<file path="config.mk">
export PLATFORM = sky130hd
export DESIGN_NAME = lbp3_fifo
export DESIGN_NICKNAME = d
export VERILOG_FILES = /design/src/rtl/lbp3_pkg.sv /design/src/rtl/lbp3_fifo.sv
export SDC_FILE = /design/constraint.sdc
export NUM_CORES = 1
export LEC_CHECK = 0
export CAP_MARGIN = 20
export CORE_MARGIN = 2
export CORE_UTILIZATION = 34
export CTS_BUF_LIST = sky130_fd_sc_hd__clkbuf_4 sky130_fd_sc_hd__clkbuf_8
export DETAILED_ROUTE_END_ITERATION = 8
export DONT_BUFFER_PORTS = 1
export HOLD_SLACK_MARGIN = 0.03
export PLACE_DENSITY_LB_ADDON = 0.25
export SYNTH_ARGS = -nofsm -noshare
export SYNTH_HDL_FRONTEND = slang
export SYNTH_SLANG_ARGS = --single-unit
export TNS_END_PERCENT = 30
</file>
<file path="constraint.sdc">
create_clock -name clock -period 5.1 [get_ports clock]
set_input_delay 0.255 -clock clock [delete_from_list [all_inputs] [get_ports clock]]
set_output_delay 0.255 -clock clock [all_outputs]
set_load 0.01 [all_outputs]
</file>
<file path="src/rtl/lbp3_pkg.sv">
// Package for the 3x3 local binary pattern core: sizes, register indexes
// and the window item type passed from the front end to the back end.
// No dependencies.
`timescale 1ns / 1ps

package lbp3_pkg;

   // Image geometry
   localparam int MAX_WIDTH    = 2048;
   localparam int MAX_HEIGHT   = 4096;
   localparam int MIN_DIM      = 3;
   localparam int WIDTH_RESET  = 640;
   localparam int HEIGHT_RESET = 480;

   // Field and register widths
   localparam int PIX_W        = 8;
   localparam int COL_W        = $clog2(MAX_WIDTH);
   localparam int ROW_W        = $clog2(MAX_HEIGHT);
   localparam int WIDTH_REG_W  = 12;
   localparam int HEIGHT_REG_W = 13;
   localparam int CSR_IDX_W    = 2;
   localparam int CSR_DATA_W   = 13;

   // Line store word: row above in the low byte, two rows above in the high byte
   localparam int LINE_W       = 2 * PIX_W;

   // Depth of the queue between front and back end
   localparam int QUEUE_DEPTH  = 2;

   // Register indexes
   localparam logic [CSR_IDX_W-1:0] CSR_IMAGE_WIDTH  = CSR_IDX_W'(0);
   localparam logic [CSR_IDX_W-1:0] CSR_IMAGE_HEIGHT = CSR_IDX_W'(1);

   typedef logic [PIX_W-1:0] pixel_type;

   // One window column, element 0 is the top row
   typedef pixel_type [2:0] column_type;

   // Full 3x3 window plus the position tags of its centre pixel
   typedef struct packed {
      column_type           left;
      column_type           mid;
      column_type           right;
      logic [ROW_W-1:0]     centre_row;
      logic [COL_W-1:0]     centre_col;
      logic                 last_of_frame;
   } job_type;

endpackage

</file>
<file path="src/rtl/lbp3_fifo.sv">
// Short queue of window items between the front and back end of the
// LBP core. Depends on lbp3_pkg.
`timescale 1ns / 1ps

module lbp3_fifo (
   input  logic              clock,
   input  logic              reset,
   input  logic              push_valid,
   input  lbp3_pkg::job_type push_job,
   output logic              push_ready,
   output logic              pop_valid,
   output lbp3_pkg::job_type pop_job,
   input  logic              pop_ready
);
   import lbp3_pkg::*;

   localparam int PTR_W = (QUEUE_DEPTH > 1) ? $clog2(QUEUE_DEPTH) : 1;
   localparam int CNT_W = $clog2(QUEUE_DEPTH + 1);

   job_type          slot_ff [QUEUE_DEPTH];
   logic [PTR_W-1:0] wr_ptr_ff, wr_ptr_in;
   logic [PTR_W-1:0] rd_ptr_ff, rd_ptr_in;
   logic [CNT_W-1:0] count_ff, count_in;
   logic             do_push;
   logic             do_pop;

   assign push_ready = (count_ff != CNT_W'(QUEUE_DEPTH));
   assign pop_valid  = (count_ff != '0);
   assign pop_job    = slot_ff[rd_ptr_ff];
   assign do_push    = push_valid & push_ready;
   assign do_pop     = pop_valid & pop_ready;

   // Pointer and fill count
   always_comb begin
      wr_ptr_in = wr_ptr_ff;
      rd_ptr_in = rd_ptr_ff;
      count_in  = count_ff;
      if (do_push) begin
         wr_ptr_in = (wr_ptr_ff == PTR_W'(QUEUE_DEPTH - 1)) ? '0
                   : PTR_W'(wr_ptr_ff + PTR_W'(1));
      end
      if (do_pop) begin
         rd_ptr_in = (rd_ptr_ff == PTR_W'(QUEUE_DEPTH - 1)) ? '0
                   : PTR_W'(rd_ptr_ff + PTR_W'(1));
      end
      if (do_push && !do_pop) begin
         count_in = CNT_W'(count_ff + CNT_W'(1));
      end else if (do_pop && !do_push) begin
         count_in = CNT_W'(count_ff - CNT_W'(1));
      end
   end

   always_ff @(posedge clock) begin
      if (reset) begin
         wr_ptr_ff <= '0;
         rd_ptr_ff <= '0;
         count_ff  <= '0;
      end else begin
         wr_ptr_ff <= wr_ptr_in;
         rd_ptr_ff <= rd_ptr_in;
         count_ff  <= count_in;
      end
   end

   always_ff @(posedge clock) begin
      if (do_push) begin
         slot_ff[wr_ptr_ff] <= push_job;
      end
   end

endmodule

</file>
* Yosys cells after proc, flatten, opt, wreduce, memory -nomap -nowiden
Memory sizes are Yosys's and may differ from the RTL's. A register that Yosys moved wholly into a read port is not among the register bits. Cells that the tools add are included.
Word-level totals: input bits 100, bits in writable memories 192, memories kept 1, register bits after elaboration 4, logic and storage cells 25, output and inout bits 98
Memories:
- slot_ff | depth 2, width 96, rd ports 1, clocked after memory_dff 1, write ports 1, line lbp3_fifo.sv:20 | job_type slot_ff [QUEUE_DEPTH];
Cells by class: eq/ne operators 1, mux-type cells 8, $add $sub $neg 4, bitwise gates (word level) 2, reduce and logical (&&, ||, !) cells 6
Operators with widths (count):
- $mux W1 | 6
- $mux W2 | 2
- $reduce_bool A2 Y1 | 2
- $add A1 B1 Y1 const B | 2
- $add A2 B1 Y2 const B | 1
- $and A1 B1 Y1 | 2
- $logic_and A1 B1 Y1 | 2
- $logic_not A1 Y1 | 2
- $ne A2 B2 Y1 const B | 1
- $sub A2 B1 Y2 const B | 1

* Depth between registers and ports, before layout
word-level depth 6, gate-level depth with buffers 6, mapped depth without buffers 6

* Least setup slack after synthesis
No wires, ideal clock.
path kind reg2reg, start register count_ff[0], end memory slot_ff[1][0] (netlist bit) (enable), stages on the path, launching flop included 3, path buffers 0, library setup time 466 ps, arrival time 2914 ps, path slack 1719 ps, clock period less this slack 3381 ps, cell sequence dfxtp_1 nand2b_1 and3_1
On the way: cells in the longest elaborated chain, start to end 4
Ends and longest elaborated chain:
- start, declared | line lbp3_fifo.sv:23 | logic [CNT_W-1:0] count_ff, count_in;
- start signal, assigned | line lbp3_fifo.sv:61 | count_ff <= count_in;
- $ne A2 B2 Y1 | line lbp3_fifo.sv:27 | assign push_ready = (count_ff != CNT_W'(QUEUE_DEPTH));
- via push_ready | line lbp3_fifo.sv:10 | output logic push_ready,
- $and A1 B1 Y1 | line lbp3_fifo.sv:30 | assign do_push = push_valid & push_ready;
- $mux W1 | line lbp3_fifo.sv:66 | if (do_push) begin
- $mux W1 (not written as such) | line lbp3_fifo.sv:67 | slot_ff[wr_ptr_ff] <= push_job;
- end, declared | line lbp3_fifo.sv:20
The timed path passes the listed nets, and every way through them passes these cells.

==> summary.md <==
The worst-case IR drop observed on VDD is 0.000356 V. The smallest clock period supported by the final layout is computed as 2.77 ns. Adding up every negative setup slack in the final design gives 0 ns.

The via count of the first global-routing pass came out at 3,653. Setup repair after global routing left no endpoint under its margin. Dividing the synthesized area by the synthesized cell count gives 22.8 um^2.

The worst endpoint data arrival time came out at 2.51 ns. The worst hold path belongs to the class in2reg. The total of buffers placed on input and output ports is 0, and the wire length of the first global-routing pass is 19,800 um.

For the worst setup path, the data required time is 4.85 ns. The total track usage is 0.117. The worst setup path is launched from a register. Once detail routing completed, the nets flagged for antenna violations numbered 0. Detailed placement finished with a half-perimeter wire length of 8270 um.

The run gives 21,100 um^2 as the core box area. The tree is rooted in a clkbuf_8. The number of warnings issued by yosys is 0.

The end of the worst register-to-register path is slot_ff[0][31]. In this run the static leakage power is 3.02 nW. Measured along the y axis, the die boundary spans 151 um. The clock passes through at most 2 buffers. Cell count after synthesis: 323. The die width was 151 um.

The run gives 93 as the iteration-0 DRC count of the detailed router. The total iterations of the first detailed-routing run was 4; the post-route fraction of the period consumed by the critical path was 0.542. The via total after detailed routing was 3,323; the filler cell count in the final layout was 1,879. The tools report the beginning of the worst register-to-register path as count_ff[0]. Among all stages on the critical path, the largest delay is contributed by dfxtp_4.

Across all register-to-register paths, the minimum setup slack is 2.58 ns. The synthesized design contains 197 register bits. In this run the worst path has a maximum fanout of 61. Start point of the worst min-delay path: pop_ready. The critical path in this run is classified as reg2out. In the final design database the tool counted 533 nets.

Traced cell by cell, the critical path runs through buf_4 -> mux2_2. TritonCTS built the clock tree. The run finished with clean final reports. In the final routed layout, each cell accounts on average for 18.3 um. The share of layout cells above drive strength 1 was 0.303. The run gives 362 MHz as the highest achievable clock rate. The sort of element at the end of the critical path is an output port. The compound-gate portion of the synthesized area is 0.00409.

The number of nets produced by synthesis is 424. The xor-xnor portion of the synthesized cell area was 0.00357. The critical path buffer and inverter count works out to 1.

The number of antenna repair diodes was 0. Buffers added to address setup during post-CTS repair amount to 0. The adder and majority cell fraction of the synthesized area works out to 0.00170. In this run the number of H-tree levels came out at 4. The count of pins over their slew limit is 0, and the worst setup skew after layout is 0.0107 ns. After floorplanning, the core was divided into 53 placement rows. The worst hold slack after final layout was 0.149 ns. The run gives 0 as the final count of negative-setup-slack endpoints. The post-detailed-routing wire length is 13,200 um. In this run the cell area of the synthesized design comes to 7350 um^2. Across the run, the number of max-cap violations was 0.

Along the worst hold path, the cell count comes to 3. Clock-pin slew was measured on the worst setup and hold paths at 0.09 ns. Buffers inserted during clock tree synthesis total 17.

The share of the yosys chip area belonging to registers came out at 0.798. For the final number of hold-violating endpoints, the log shows 0. The run gives 0.705 as the placer's final routability congestion estimate. The run gives 0 as the number of antenna violations at the first check in global routing. The post-synthesis mux area share was 0.167; the simple-gate area share of the yosys netlist was 0.00681. The run gives 0.327 as the worst relative slew slack. The main combinational cell family by area after synthesis was multiplexers. The length in cells of the worst reg-to-reg path came out at 4.

The layout overhead on the synthesized area is 22.3%, and the worst stage delay on the critical path is 0.99 ns. The clock latency on the worst-skew pair is 0.44 ns, and the pin slew with the least headroom to its limit is 1.01 ns. The number of sinks on the clock net is 197, and the final global-route overflow total is 0. The netlist uses 21 different library cells. Largest net degree at the start of global routing: 62. The total power divided by cell area was 449 nW/um^2. For this run, design rule violations remaining after detail routing come to 0.

198 I/O pins were placed. Among cell families on the critical path, the largest total delay comes from flip-flops. The number of vias per cell after detailed routing was 4.62; the area of the die was 22,800 um^2. The initial standard-cell utilization of the core is 0.349.
-- final cells by class --
| cell class | instances | area [um^2] | share of cell area |
|---|---|---|---|
| Clock inverter | 12 | 155 | 0.0173 |
| Clock buffer | 20 | 256 | 0.0285 |
| Timing Repair Buffer | 101 | 1000 | 0.112 |
| Tap cell | 275 | 344 | 0.0383 |
| Sequential cell | 197 | 5870 | 0.653 |
| Multi-Input combinational cell | 114 | 1360 | 0.151 |
| Inverter | 1 | 6.26 | 0.000696 |
-- cells by family after synthesis --
group | after synthesis
DFF | 197
adders and majority gates | 1
xor gates and xnor gates | 3
AOI/OAI and AO/OA | 5
buffers and inverters | 12
and+or+nand+nor | 9
muxes | 96
-- cell usage in the layout (no fill, tap or decap), types with 2 or more instances in the layout --
master,instances
a21oi_1,2
bufinv_16,3
o21ai_0,2
mux2_2,56
dfxtp_1,4
nor2_1,3
clkbuf_4,3
dlygate4sd3_1,98
clkinv_2,2
buf_4,3
mux2_4,40
edfxtp_1,192
clkinv_4,4
xor2_1,3
clkbuf_8,17
-- worst min-delay path: cells and delay by family --
family / cells / cell delay (ns)
AOI/OAI and AO/OA: 1 / 0.13
and+or+nand+nor: 1 / 0.07
xor gates and xnor gates: 1 / 0.10
-- report_power, final --
| part | internal [W] | switching, W | leakage [nW] |
|---|---|---|---|
| Combinational | 0.000411 | 0.000453 | 0.973 |
| Clock | 0.000503 | 0.000517 | 0.209 |
| Sequential | 0.00202 | 0.000130 | 1.83 |
| Total | 0.00293 | 0.00110 | 3.02 |
-- cells in the mapped netlist, drive strengths merged --
cell type / count / area, um^2
and3: 1 / 6.26
nand2b: 1 / 6.26
or3: 1 / 6.26
ha: 1 / 12.5
nand3b: 1 / 7.51
inv: 1 / 3.75
dfxtp: 5 / 100
o21ai: 2 / 10.0
xor2: 3 / 26.3
a21oi: 2 / 10.0
and2: 1 / 6.26
or2: 1 / 6.26
mux2: 96 / 1230
edfxtp: 192 / 5770
buf: 11 / 131
nor2: 3 / 11.3
a21bo: 1 / 10.0
-- per-stage QoR --
stage | util | instances | total power (W) | cell area, um^2 | setup slack, ns
final | 0.426 | 720 | 0.00404 | 8990 | 2.33
after global routing | 0.426 | 720 | 0.00424 | 8990 | 2.10
after CTS | 0.426 | 720 | 0.00410 | 8990 | 2.19
after detailed placement | 0.360 | 590 | 0.00301 | 7600 | 2.58
after global placement | 0.360 | 590 | 0.00299 | 7600 | 2.63
after floorplan | - | 323 | 0.00290 | 7350 | 1.72
-- worst max path at each step --
stage | from | end | slack, ns | cells after the start
after global placement | count_ff[0] | slot_ff[0][31] | 2.63 | 4
after global routing | register | pop_job[26] | 2.10 | 2
after detailed placement | count_ff[0] | slot_ff[1][17] | 2.58 | 3
after CTS | register | pop_job[26] | 2.19 | 2
after floorplan | count_ff[0] | slot_ff[1][0] | 1.72 | 2
final | register | pop_job[26] | 2.33 | 2
-- what timing repair did --
| action | CTS | global route |
|---|---|---|
| resized for setup | 0 | 0 |
| hold buffers | 98 | 0 |
| hold endpoints to repair | 197 | 0 |
-- routing by layer --
metal	part of all wire	vias to the layer above	routed length [um]	track usage
met2	0.47	144	6270	0.190
met3	0.12	9	1540	0.0639
met4	0.010	0	135	0.0336
met1	0.40	1681	5260	0.135
li1	-	1489	-	-
met5	0	-	0	0
-- sequential cells by signal, indices dropped and copies added (netlist names), named ones only --
register and flops:
slot_ff 192, count_ff 2, rd_ptr_ff 1, wr_ptr_ff 1
(Power assumes the default switching activity.)
