**src/rtl/lbp3_pkg.sv**
```systemverilog
// Package for the 3x3 local binary pattern core: sizes, register indexes
// and the window item type passed from the front end to the back end.
// No dependencies.
`timescale 1ns / 1ps

package lbp3_pkg;

   // Image geometry
   localparam int MAX_WIDTH    = 2048;
   localparam int MAX_HEIGHT   = 4096;
   localparam int MIN_DIM      = 3;
   localparam int WIDTH_RESET  = 640;
   localparam int HEIGHT_RESET = 480;

   // Field and register widths
   localparam int PIX_W        = 8;
   localparam int COL_W        = $clog2(MAX_WIDTH);
   localparam int ROW_W        = $clog2(MAX_HEIGHT);
   localparam int WIDTH_REG_W  = 12;
   localparam int HEIGHT_REG_W = 13;
   localparam int CSR_IDX_W    = 2;
   localparam int CSR_DATA_W   = 13;

   // Line store word: row above in the low byte, two rows above in the high byte
   localparam int LINE_W       = 2 * PIX_W;

   // Depth of the queue between front and back end
   localparam int QUEUE_DEPTH  = 2;

   // Register indexes
   localparam logic [CSR_IDX_W-1:0] CSR_IMAGE_WIDTH  = CSR_IDX_W'(0);
   localparam logic [CSR_IDX_W-1:0] CSR_IMAGE_HEIGHT = CSR_IDX_W'(1);

   typedef logic [PIX_W-1:0] pixel_type;

   // One window column, element 0 is the top row
   typedef pixel_type [2:0] column_type;

   // Full 3x3 window plus the position tags of its centre pixel
   typedef struct packed {
      column_type           left;
      column_type           mid;
      column_type           right;
      logic [ROW_W-1:0]     centre_row;
      logic [COL_W-1:0]     centre_col;
      logic                 last_of_frame;
   } job_type;

endpackage

```
**src/rtl/lbp3_if.sv**
```systemverilog


interface lbp3_rsp_if;
   import lbp3_pkg::*;
   logic             valid;
   logic             ready;
   logic [PIX_W-1:0] pattern_code;
   logic [ROW_W-1:0] centre_row;
   logic [COL_W-1:0] centre_col;
   logic             last_of_frame;

   modport source (output valid, output pattern_code, output centre_row,
                   output centre_col, output last_of_frame, input ready);
   modport sink   (input valid, input pattern_code, input centre_row,
                   input centre_col, input last_of_frame, output ready);
endinterface


```
**src/rtl/lbp3_back.sv**
```systemverilog
// Back end of the LBP core: compares the eight neighbours with the centre
// and holds the result in the output register. Depends on lbp3_pkg, lbp3_if.
`timescale 1ns / 1ps

module lbp3_back (
   input  logic              clock,
   input  logic              reset,
   input  logic              pop_valid,
   input  lbp3_pkg::job_type pop_job,
   output logic              pop_ready,
   lbp3_rsp_if.source        rsp
);
   import lbp3_pkg::*;

   logic             out_valid_ff, out_valid_in;
   logic [PIX_W-1:0] code_ff, code_in;
   logic [ROW_W-1:0] row_ff;
   logic [COL_W-1:0] col_ff;
   logic             last_ff;
   logic             take;
   pixel_type        centre;

   assign pop_ready = ~out_valid_ff | rsp.ready;
   assign take      = pop_valid & pop_ready;
   assign centre    = pop_job.mid[1];

   // Clockwise from top-left: one bit per neighbour above the centre
   always_comb begin
      code_in[0] = pop_job.left[0]  > centre;
      code_in[1] = pop_job.mid[0]   > centre;
      code_in[2] = pop_job.right[0] > centre;
      code_in[3] = pop_job.right[1] > centre;
      code_in[4] = pop_job.right[2] > centre;
      code_in[5] = pop_job.mid[2]   > centre;
      code_in[6] = pop_job.left[2]  > centre;
      code_in[7] = pop_job.left[1]  > centre;
   end

   // Output register valid
   always_comb begin
      out_valid_in = out_valid_ff;
      if (take) begin
         out_valid_in = 1'b1;
      end else if (rsp.ready) begin
         out_valid_in = 1'b0;
      end
   end

   always_ff @(posedge clock) begin
      if (reset) begin
         out_valid_ff <= 1'b0;
      end else begin
         out_valid_ff <= out_valid_in;
      end
   end

   always_ff @(posedge clock) begin
      if (take) begin
         code_ff <= code_in;
         row_ff  <= pop_job.centre_row;
         col_ff  <= pop_job.centre_col;
         last_ff <= pop_job.last_of_frame;
      end
   end

   assign rsp.valid         = out_valid_ff;
   assign rsp.pattern_code  = code_ff;
   assign rsp.centre_row    = row_ff;
   assign rsp.centre_col    = col_ff;
   assign rsp.last_of_frame = last_ff;

endmodule

```
**src/flat_wrapper.sv**
```systemverilog
// flat-port wrapper written by rule: the top's interface ports become plain ports
module lbp3_back_flat import lbp3_pkg::*;
  (clock, reset, pop_valid, pop_job, pop_ready, rsp_valid, rsp_pattern_code, rsp_centre_row, rsp_centre_col, rsp_last_of_frame, rsp_ready);
  lbp3_rsp_if rsp_i ();
  input  logic clock;
  input  logic reset;
  input  logic pop_valid;
  input  lbp3_pkg::job_type pop_job;
  output logic pop_ready;
  output wire logic [$bits(rsp_i.valid)-1:0] rsp_valid;
  output wire logic [$bits(rsp_i.pattern_code)-1:0] rsp_pattern_code;
  output wire logic [$bits(rsp_i.centre_row)-1:0] rsp_centre_row;
  output wire logic [$bits(rsp_i.centre_col)-1:0] rsp_centre_col;
  output wire logic [$bits(rsp_i.last_of_frame)-1:0] rsp_last_of_frame;
  input wire logic [$bits(rsp_i.ready)-1:0] rsp_ready;
  assign rsp_valid = rsp_i.valid;
  assign rsp_pattern_code = rsp_i.pattern_code;
  assign rsp_centre_row = rsp_i.centre_row;
  assign rsp_centre_col = rsp_i.centre_col;
  assign rsp_last_of_frame = rsp_i.last_of_frame;
  assign rsp_i.ready = rsp_ready;
  lbp3_back u_core (.clock(clock), .reset(reset), .pop_valid(pop_valid), .pop_job(pop_job), .pop_ready(pop_ready), .rsp(rsp_i));
endmodule
```
**config.mk**
```make
export PLATFORM = sky130hd
export DESIGN_NAME = lbp3_back_flat
export DESIGN_NICKNAME = d
export VERILOG_FILES = /design/src/rtl/lbp3_pkg.sv /design/src/rtl/lbp3_if.sv /design/src/rtl/lbp3_back.sv /design/src/flat_wrapper.sv
export SDC_FILE = /design/constraint.sdc
export NUM_CORES = 1
export LEC_CHECK = 0
export BUFFER_PORTS_ARGS = -buffer_cell sky130_fd_sc_hd__buf_2
export CAP_MARGIN = 20
export CORE_MARGIN = 3
export CORE_UTILIZATION = 49
export CTS_CLUSTER_SIZE = 12
export DETAILED_ROUTE_END_ITERATION = 8
export GPL_TIMING_DRIVEN = 0
export PLACE_DENSITY = 0.84
export SETUP_SLACK_MARGIN = 0.2
export SLEW_MARGIN = 15
export SYNTH_ARGS = -nofsm -noshare
export SYNTH_HDL_FRONTEND = slang
export SYNTH_SLANG_ARGS = --single-unit
```
**constraint.sdc**
```tcl
create_clock -name clock -period 4.8 [get_ports clock]
set_input_delay 1.2 -clock clock [delete_from_list [all_inputs] [get_ports clock]]
set_output_delay 1.2 -clock clock [all_outputs]
set_load 0.02 [all_outputs]
```
# [Word-level counts from Yosys, hierarchy flattened]
# Cells that the tools add are included.
[op_classes] order_cmp=8 n_reduce_logical=1 n_bitwise=3 muxes=2
[op_table] cell="$gt A8 B8 Y1" n=8
[op_table] cell="$mux W1" n=2
[op_table] cell="$reduce_bool A2 Y1" n=1
[op_table] cell="$and A1 B1 Y1" n=1
[op_table] cell="$not A1 Y1" n=1
[op_table] cell="$or A1 B1 Y1" n=1
[word_totals] wordCells=19 in_bits=100 register_bits=33

# [Depth between registers and ports, before layout]
# Gate-level depths: netlist of run 1.
[logic_depth] ltp_word=4 ltp_mapped=6

# [Worst setup path after synthesis of run 1]
# Ideal clock, no wire load.
[synth_path] kind="input to register" startpoint="in rsp_ready" endpoint="reg u_core.col_ff[0] (netlist: u_core.rsp.centre_col[0]) (enable)" slack_ns=2.118 t_required_ns=4.408 arrival_time_ns=2.290 cell_stages=2 setup_ns=0.392 cell_sequence="nand2b_1 and2_1"
[synth_between] elab_chain_cells=2
[synth_lines] item="from (decl)" line="flat_wrapper.sv:15" text="input wire logic [$bits(rsp_i.ready)-1:0] rsp_ready;"
[synth_lines] item="$or A1 B1 Y1" line="lbp3_back.sv:23" text="assign pop_ready = ~out_valid_ff | rsp.ready;"
[synth_lines] item="$and A1 B1 Y1" line="lbp3_back.sv:24" text="assign take = pop_valid & pop_ready;"
[synth_lines] item="to (signal assigned)" line="lbp3_back.sv:61" text="col_ff <= pop_job.centre_col;"
[synth_lines] item="to (decl)" line="lbp3_back.sv:18" text="logic [COL_W-1:0] col_ff;"
# No other way between the ends.
# A chain may end at the register's enable or synchronous reset.

# [Worst setup path after layout of run 1]
[layout_path] startpoint="in rsp_ready" endpoint="out pop_ready"
[layout_between] elab_chain_cells=1
[layout_lines] item="$or A1 B1 Y1" line="lbp3_back.sv:23"
[layout_lines] item="to (decl)" line="flat_wrapper.sv:9" text="output logic pop_ready;"
# No other way between the ends.

==> results of run 1 <==
critical path, cell delays in order:
cell and delay [ps]:
buf_2 90, nand2b_1 150, buf_2 170
per-stage QoR:
step / std cells / util [%] / power [µW] / instance area, µm² / hold slack [ps]
6_report: 412 / 69.3 / 789 / 3340 / 515
4_1_cts: 412 / 69.3 / 792 / 3340 / 514
2_1_floorplan: 204 / - / 494 / 2500 / 729
3_5_place_dp: 404 / 67.5 / 585 / 3250 / 504
5_1_grt: 412 / 69.3 / 830 / 3340 / 563
3_3_place_gp: 404 / 67.5 / 571 / 3250 / 486
cells by family (layout without fill, tap and decap cells):
| group | Yosys count | in the layout | share of synthesized area (%) |
|---|---|---|---|
| buffers and inverters | 16 | 157 | 2.40 |
| adder cells (fa/ha/maj) | 64 | 64 | 32.0 |
| AND/OR/NAND/NOR | 34 | 34 | 10.1 |
| flip-flops | 33 | 33 | 39.2 |
| AO/OA/AOI/OAI | 57 | 57 | 16.2 |
per-layer routing:
layer / up-vias / global-route usage (%) / wire [µm]
li1: 1084 / - / -
met1: 986 / 25.0 / 2630
met2: 109 / 39.6 / 3350
met3: 10 / 6.50 / 573
met4: 0 / 6.94 / 99
met5: - / 0 / 0
state kept, by name (all words and copies together), names as in the netlist:
register / cells
u_core.rsp.valid: 1
u_core.rsp.centre_col: 11
u_core.rsp.last_of_frame: 1
u_core.rsp.centre_row: 12
u_core.rsp.pattern_code: 8
path summary, 6_finish.rpt:
path | start | endpoint | slack (ps) | depth (start not counted)
worst max-delay path | rsp_ready | pop_ready | 1990 | 3
worst min register to register | u_core.rsp.valid | u_core.rsp.valid | 520 | 2
worst min-delay path | u_core.rsp.valid | u_core.rsp.valid | 520 | 2
worst max register to register | u_core.rsp.valid | u_core.rsp.centre_col[0] | 3330 | 2
cells in the final DEF, fill, tap and decap left out:
cell type / count
dfxtp_1: 1
nor2b_4: 8
nand2_1: 8
edfxtp_1: 32
clkbuf_8: 5
a21oi_1: 25
nand2b_1: 1
ha_1: 64
o21ai_0: 8
o211ai_2: 8
a21oi_2: 8
o22a_1: 8
buf_2: 133
inv_1: 16
clkinv_2: 2
clkinvlp_4: 1
nand4_1: 16
and2_2: 1
layout make-up:
type                       count  area share (%)
clock inverter                 3           0.525
inverter                      16            1.80
tap                           67            2.51
multi-input combinational    155            43.8
clock buffer                   5            2.06
timing repair buffer         133            19.9
sequential                    33            29.4
power by group:
part           switching, µW  internal [µW]
Sequential              4.62            340
Clock                    111            100
Combinational            128            105
Total                    244            546
==> flow_metrics.env, run 1 <==
export IMPL_wl_per_cell_um=16.1
export IMPL_ant_nets=0
export IMPL_worstMarginPinSlew_ps=766
export IMPL_ys_seq_area_share_pct=39.2
export IMPL_post_place_ws_ps=1980
export IMPL_arrival_ps=1610
export IMPL_cts_htree_levels=2
export IMPL_cts_root_buf="clkbuf_8"
export IMPL_status="completed"
export IMPL_vias=2189
export IMPL_synth_cells=204
export IMPL_synth_top_cell_area_share_pct=38.4
export IMPL_critical_path_class="input port to output pin"
export IMPL_grt_max_degree=33
export IMPL_syn_area_um2=2500
export IMPL_die_w_um=77.4
export IMPL_syn_num_nets=368
export IMPL_die_h_um=77.4
export IMPL_drv_slew=0
export IMPL_yosysMostFrequentCell="ha_1"
export IMPL_drc=0
export IMPL_layout_nets=508
export IMPL_vdd_drop_max_v=0.000101
export IMPL_drtIter0Drc=69
export IMPL_rsz0062_at_grt="false"
export IMPL_synthArstFlopShare_pct=0
export IMPL_multiInputGateArea_um2=1460
export IMPL_rows=25
export IMPL_numCtsBuffers=5
export IMPL_synth_top_area_cell="edfxtp_1"
export IMPL_tns_ps=0
export IMPL_clk_latency_ps=290
export IMPL_cts_tree="built"
export IMPL_synth_edf_count=32
export IMPL_die_area_um2=5990
export IMPL_startpoint_type="input port"
export IMPL_grt_ovfl_total=0
export IMPL_hold_class="register to register"
export IMPL_regArea_um2=981
export IMPL_postCtsSetupRepairBufs=0
export IMPL_portBuffers=133
export IMPL_grt_pass1_vias=2222
export IMPL_p_leak_uw=0.00166
export IMPL_grt_usage_pct=22.1
export IMPL_hold_viol=0
export IMPL_finalClockSkew_ps=11.9
export IMPL_first_pass_iters=4
export IMPL_slew_headroom_pct=48.9
export IMPL_grt_pass1_wl_um=10300
export IMPL_p_per_area_nw_per_um2=237
export IMPL_ys_ff_latch=33
export IMPL_cts_resized=0
export IMPL_area_growth_syn_to_layout_pct=33.5
export IMPL_io_pins=134
export IMPL_period_share_pct=58.6
export IMPL_routed_wl_um=6650
export IMPL_place_gp_congestion=0.746
export IMPL_max_freq_mhz=355
export IMPL_nFillCells=374
export IMPL_worst_path_max_fanout=3
export IMPL_clk_pin_slew_ps=80
export IMPL_ys_warn_count=0
export IMPL_via_per_inst=5.31
export IMPL_core_area_um2=4820
export IMPL_ys_flop_type="edfxtp_1"
export IMPL_initial_utilization_pct=51.9
export IMPL_cts_sinks=33
export IMPL_cap_violations=0
export IMPL_antenna_cells=0
export IMPL_cp_end_kind="output pin"
export IMPL_post_route_min_period_ps=2810
export IMPL_finalWorstSetupSlack_ps=1990
export IMPL_drive_above_1_share_pct=48.1
export IMPL_synth_area_top_cells="edfxtp_1, ha_1, a21oi_1"
export IMPL_ctsHoldBuffers=0
export IMPL_synth_avg_cell_area_um2=12.3
export IMPL_antenna_found_initial=0
export IMPL_cts_buffer_depth=2
export IMPL_netlist_top_cells_count="ha_1, edfxtp_1, a21oi_1"
export IMPL_setup_viol=0
export IMPL_place_hpwl_um=5410
export IMPL_required_ps=3600
export IMPL_ys_types=14
Note: power is estimated with default switching activity, not from simulation.
==> run 2: changes to the inputs <==
--- a/config.mk
+++ b/config.mk
@@ -8,11 +8,11 @@
 export BUFFER_PORTS_ARGS = -buffer_cell sky130_fd_sc_hd__buf_2
 export CAP_MARGIN = 20
 export CORE_MARGIN = 3
-export CORE_UTILIZATION = 49
+export CORE_UTILIZATION = 46
 export CTS_CLUSTER_SIZE = 12
 export DETAILED_ROUTE_END_ITERATION = 8
 export GPL_TIMING_DRIVEN = 0
-export PLACE_DENSITY = 0.84
+export PLACE_DENSITY = 0.8
 export SETUP_SLACK_MARGIN = 0.2
 export SLEW_MARGIN = 15
 export SYNTH_ARGS = -nofsm -noshare
==> constraint.sdc (replaced) <==
create_clock -name clock -period 2.6 [get_ports clock]
set_input_delay 0.65 -clock clock [delete_from_list [all_inputs] [get_ports clock]]
set_output_delay 0.65 -clock clock [all_outputs]
set_load 0.02 [all_outputs]
==> run 2 against run 1 <==
Net effect:
- clock skew fell by 1.4 ps
- register-to-register slack got worse by 2200 ps
- clock-buffer cell count rose by 1
- setup slack got worse by 1200 ps
- die area rose by 6.0%
- highest routed layer unchanged
- sequential share of layout area fell by 0.21 points
- first-iteration DRC count fell by 10%
- non-clock buffer count did not move
- flip-flop and latch count did not move
==> flow_metrics.env, run 2 (same netlist as run 1, synthesis figures left out) <==
export IMPL_status="completed"
export IMPL_crit_family="buffers and inverters"
export IMPL_cts_resized=0
export IMPL_grt_pass1_wl_um=9490
export IMPL_postCtsSetupRepairBufs=0
export IMPL_vdd_drop_max_v=0.000194
export IMPL_worst_path_max_fanout=8
export IMPL_drtIter0Drc=62
export IMPL_rsz0062_at_grt="false"
export IMPL_numCtsBuffers=5
export IMPL_setup_viol=0
export IMPL_die_area_um2=6360
export IMPL_initial_utilization_pct=48.3
export IMPL_grt_max_degree=33
export IMPL_largest_reg_flops=12
export IMPL_arrival_ps=1860
export IMPL_max_freq_mhz=549
export IMPL_cp_slowest_stage_delay_ps=320
export IMPL_period_share_pct=70.1
export IMPL_portBuffers=133
export IMPL_ctsHoldBuffers=0
export IMPL_cts_htree_levels=2
export IMPL_p_leak_uw=0.00167
export IMPL_post_route_min_period_ps=1820
export IMPL_critical_path_class="input port to register"
export IMPL_cap_violations=0
export IMPL_startpoint_type="input port"
export IMPL_drv_slew=0
export IMPL_hold_class="input port to register"
export IMPL_finalClockSkew_ps=10.5
export IMPL_core_area_um2=5170
export IMPL_place_gp_congestion=0.757
export IMPL_first_pass_iters=4
export IMPL_worstPathCellList="buf_2 -> inv_1 -> ha_1 -> nor2b_4 -> o211ai_2 -> a21oi_2 -> o22a_1"
export IMPL_final_common_cell="buf_2"
export IMPL_clk_pin_slew_ps=70
export IMPL_drc=0
export IMPL_layout_cells_non_filler=415
export IMPL_worstMarginPinSlew_ps=739
export IMPL_drive_above_1_share_pct=47.5
export IMPL_dp_cells=407
export IMPL_ant_nets=0
export IMPL_grt_ovfl_total=0
export IMPL_routed_wl_um=6220
export IMPL_cts_buffer_depth=2
export IMPL_hold_viol=0
export IMPL_io_pins=134
export IMPL_die_w_um=79.7
export IMPL_slew_headroom_pct=50.7
export IMPL_layout_nets=508
export IMPL_rows=26
export IMPL_required_ps=2640
export IMPL_p_per_area_nw_per_um2=454
export IMPL_via_per_inst=5.24
export IMPL_place_hpwl_um=5080
export IMPL_cpMaxStageDelayCell="ha_1"
export IMPL_grt_usage_pct=19.7
export IMPL_cp_buffers_inverters=2
export IMPL_antenna_cells=0
export IMPL_cp_end_kind="register"
export IMPL_vias=2173
export IMPL_antenna_found_initial=0
export IMPL_cts_sinks=33
export IMPL_fin_util_pct=65.0
export IMPL_clk_latency_ps=280
export IMPL_grt_pass1_vias=2071
export IMPL_cts_root_buf="clkbuf_8"
export IMPL_tns_ps=0
export IMPL_cts_tree="built"
export IMPL_mostFrequentLayoutCells="buf_2, ha_1, edfxtp_1, a21oi_1"
export IMPL_die_h_um=79.7
export IMPL_area_growth_syn_to_layout_pct=34.4
export IMPL_wl_per_cell_um=15.0
## run 2: cell types whose count changed in the layout (fill, tap and decap cells not counted)
cell / before / now
bufinv_16: 0 / 1
clkbuf_1: 0 / 1
clkinvlp_4: 1 / 0
clkinv_2: 2 / 0
clkinv_1: 0 / 1
## run 2: path summary, 6_finish.rpt
check        slack, ps                         end  cells after the start             start
max                780  u_core.rsp.pattern_code[2]                      7       pop_job[57]
min                530            u_core.rsp.valid                      2             reset
max reg2reg       1140   u_core.rsp.centre_row[11]                      2  u_core.rsp.valid
min reg2reg        560            u_core.rsp.valid                      2  u_core.rsp.valid
## run 2: area by class of cell
cell class,count,area (µm²)
flip-flops and latches,33,981
repair buffers,133,666
fillers,421,1810
clock buffers,6,72.6
multi-input cells,155,1460
inverters,16,60.1
clock inverters,2,33.8
well taps,70,87.6
## run 2: stage by stage
step | setup slack, ps | instance area, µm² | power, µW | hold slack [ps]
floorplan | 468 | 2500 | 913 | 719
global placement | 237 | 3250 | 1060 | 525
detailed placement | 466 | 3250 | 1070 | 563
CTS | 770 | 3360 | 1540 | 534
global route | 689 | 3360 | 1610 | 530
finish | 778 | 3360 | 1520 | 533
## run 2: routing by layer
layer / part of all wire (%) / track usage, % / vias to the layer above
met1: 42 / 23.7 / 978
met2: 48 / 35.5 / 105
met3: 9.1 / 4.40 / 8
met4: 1.0 / 4.98 / 0
met5: 0 / 0 / -
li1: - / - / 1082
## run 2: where the power goes
group | internal (µW) | switching (µW)
registers | 628 | 7.84
logic | 194 | 233
clock network | 283 | 179
total | 1110 | 419
==> run 3: changes to the inputs <==
--- a/config.mk
+++ b/config.mk
@@ -8,11 +8,11 @@
 export BUFFER_PORTS_ARGS = -buffer_cell sky130_fd_sc_hd__buf_2
 export CAP_MARGIN = 20
 export CORE_MARGIN = 3
-export CORE_UTILIZATION = 46
+export CORE_UTILIZATION = 41
 export CTS_CLUSTER_SIZE = 12
 export DETAILED_ROUTE_END_ITERATION = 8
 export GPL_TIMING_DRIVEN = 0
-export PLACE_DENSITY = 0.8
+export PLACE_DENSITY = 0.75
 export SETUP_SLACK_MARGIN = 0.2
 export SLEW_MARGIN = 15
 export SYNTH_ARGS = -nofsm -noshare
==> constraint.sdc (replaced) <==
create_clock -name clock -period 1.5 [get_ports clock]
set_input_delay 0.375 -clock clock [delete_from_list [all_inputs] [get_ports clock]]
set_output_delay 0.375 -clock clock [all_outputs]
set_load 0.02 [all_outputs]
==> run 3 against run 2 <==
Net effect:
- core utilization is 4.2 points higher
- via count grew 3.5%
- flip-flop and latch count is the same
- clock-buffer cell count decreased by 1
- critical endpoint is now u_core.rsp.pattern_code[3]
- largest power group unchanged
==> flow_metrics.env, run 3 (same netlist as run 1, synthesis figures left out) <==
export IMPL_largest_reg_flops=12
export IMPL_status="completed"
export IMPL_p_per_area_nw_per_um2=694
export IMPL_die_w_um=84.1
export IMPL_startpoint_type="input port"
export IMPL_place_gp_congestion=0.736
export IMPL_area_growth_syn_to_layout_pct=57.9
export IMPL_r2r_start="u_core.rsp.valid"
export IMPL_post_place_ws_ps=-398
export IMPL_hold_start="reset"
export IMPL_die_h_um=84.1
export IMPL_drive_above_1_share_pct=63.7
export IMPL_regArea_um2=981
export IMPL_wl_per_cell_um=17.8
export IMPL_hold_class="input port to register"
export IMPL_clk_latency_ps=280
export IMPL_ctsHoldBuffers=0
export IMPL_antenna_cells=0
export IMPL_grt_max_degree=33
export IMPL_final_common_cell="buf_2"
export IMPL_core_area_um2=5710
export IMPL_via_per_inst=5.29
export IMPL_cts_root_buf="clkbuf_8"
export IMPL_initial_utilization_pct=43.8
export IMPL_p_leak_uw=0.00170
export IMPL_finalWorstSetupSlack_ps=25.8
export IMPL_ant_nets=0
export IMPL_cts_buffer_depth=2
export IMPL_worst_path_max_fanout=8
export IMPL_routed_wl_um=7590
export IMPL_rsz0062_at_grt="true"
export IMPL_drc=0
export IMPL_grt_usage_pct=20.8
export IMPL_mostFrequentLayoutCells="buf_2, ha_1, ha_4, edfxtp_1, a21oi_2"
export IMPL_multiInputGateArea_um2=1910
export IMPL_place_hpwl_um=5310
export IMPL_layout_nets=516
export IMPL_slew_headroom_pct=69.5
export IMPL_cts_sinks=33
export IMPL_die_area_um2=7070
export IMPL_post_route_min_period_ps=1470
export IMPL_grt_pass1_vias=2496
export IMPL_total_power_uw=2740
export IMPL_critPathLaunch="pop_job[61]"
export IMPL_setup_viol=0
export IMPL_worstMarginPinSlew_ps=458
export IMPL_io_pins=134
export IMPL_max_freq_mhz=678
export IMPL_vias=2250
export IMPL_drv_slew=0
export IMPL_critical_path_class="input port to register"
export IMPL_antenna_found_initial=0
export IMPL_arrival_ps=1510
export IMPL_first_pass_iters=4
export IMPL_hold_viol=0
export IMPL_required_ps=1540
export IMPL_numCtsBuffers=5
export IMPL_dp_cells=409
export IMPL_period_share_pct=98.3
export IMPL_rows=27
export IMPL_nFillCells=418
export IMPL_vdd_drop_max_v=0.000434
export IMPL_fin_util_pct=69.1
export IMPL_cts_tree="built"
export IMPL_finalClockSkew_ps=7.06
export IMPL_cts_htree_levels=2
export IMPL_grt_ovfl_total=0
export IMPL_portBuffers=133
export IMPL_drtIter0Drc=40
export IMPL_clk_pin_slew_ps=70
export IMPL_layout_cells_non_filler=425
export IMPL_cp_end_kind="register"
export IMPL_cap_violations=0
export IMPL_grt_pass1_wl_um=11500
run 3: final timing paths:
path | slack, ps | cells past startpoint | endpoint
max | 30 | 7 | u_core.rsp.pattern_code[3]
min | 230 | 2 | u_core.rsp.valid
min reg2reg | 490 | 2 | u_core.rsp.valid
max reg2reg | 300 | 2 | u_core.rsp.centre_col[7]
run 3: layer usage:
layer	vias up	part of all wire, %	GRT usage (%)
met3	18	8.7	5.43
li1	1099	-	-
met4	0	2.6	8.48
met1	1029	38	22.6
met5	-	0	0
met2	104	51	37.7
run 3: area by class of cell:
type / instances / share of cell area [%]
clock buffer: 5 / 1.74
clock inverter: 3 / 0.444
inverter: 16 / 2.09
multi-input combinational: 155 / 48.4
sequential: 33 / 24.8
tap: 72 / 2.28
timing repair buffer: 141 / 20.2
run 3: what timing repair did:
item                       4_1_cts  5_1_grt
pin swaps                        4       11
setup buffers                    7        1
setup endpoints to repair        8        8
gates resized for setup         32       22
run 3: where the power goes:
group | leakage, µW | switching (µW) | internal (µW) | total [µW]
combinational | 0.00134 | 491 | 473 | 964
clock | 0.0000439 | 354 | 320 | 675
sequential | 0.000319 | 13.7 | 1090 | 1100
total | 0.00170 | 859 | 1880 | 2740
run 3: critical path, stage by stage:
cell        delay (ps)
buf_2              100
clkinvlp_4          90
buf_12             160
ha_1               330
a21oi_2            160
o21ai_0            110
o22a_1             200
run 3: metrics by stage:
stage,setup TNS [ps],hold WS (ps),area [µm²]
floorplan,-148,444,2500
global placement,-2850,472,3260
detailed placement,-3050,485,3260
CTS,0,223,3740
global route,0,239,3950
finish,0,232,3950
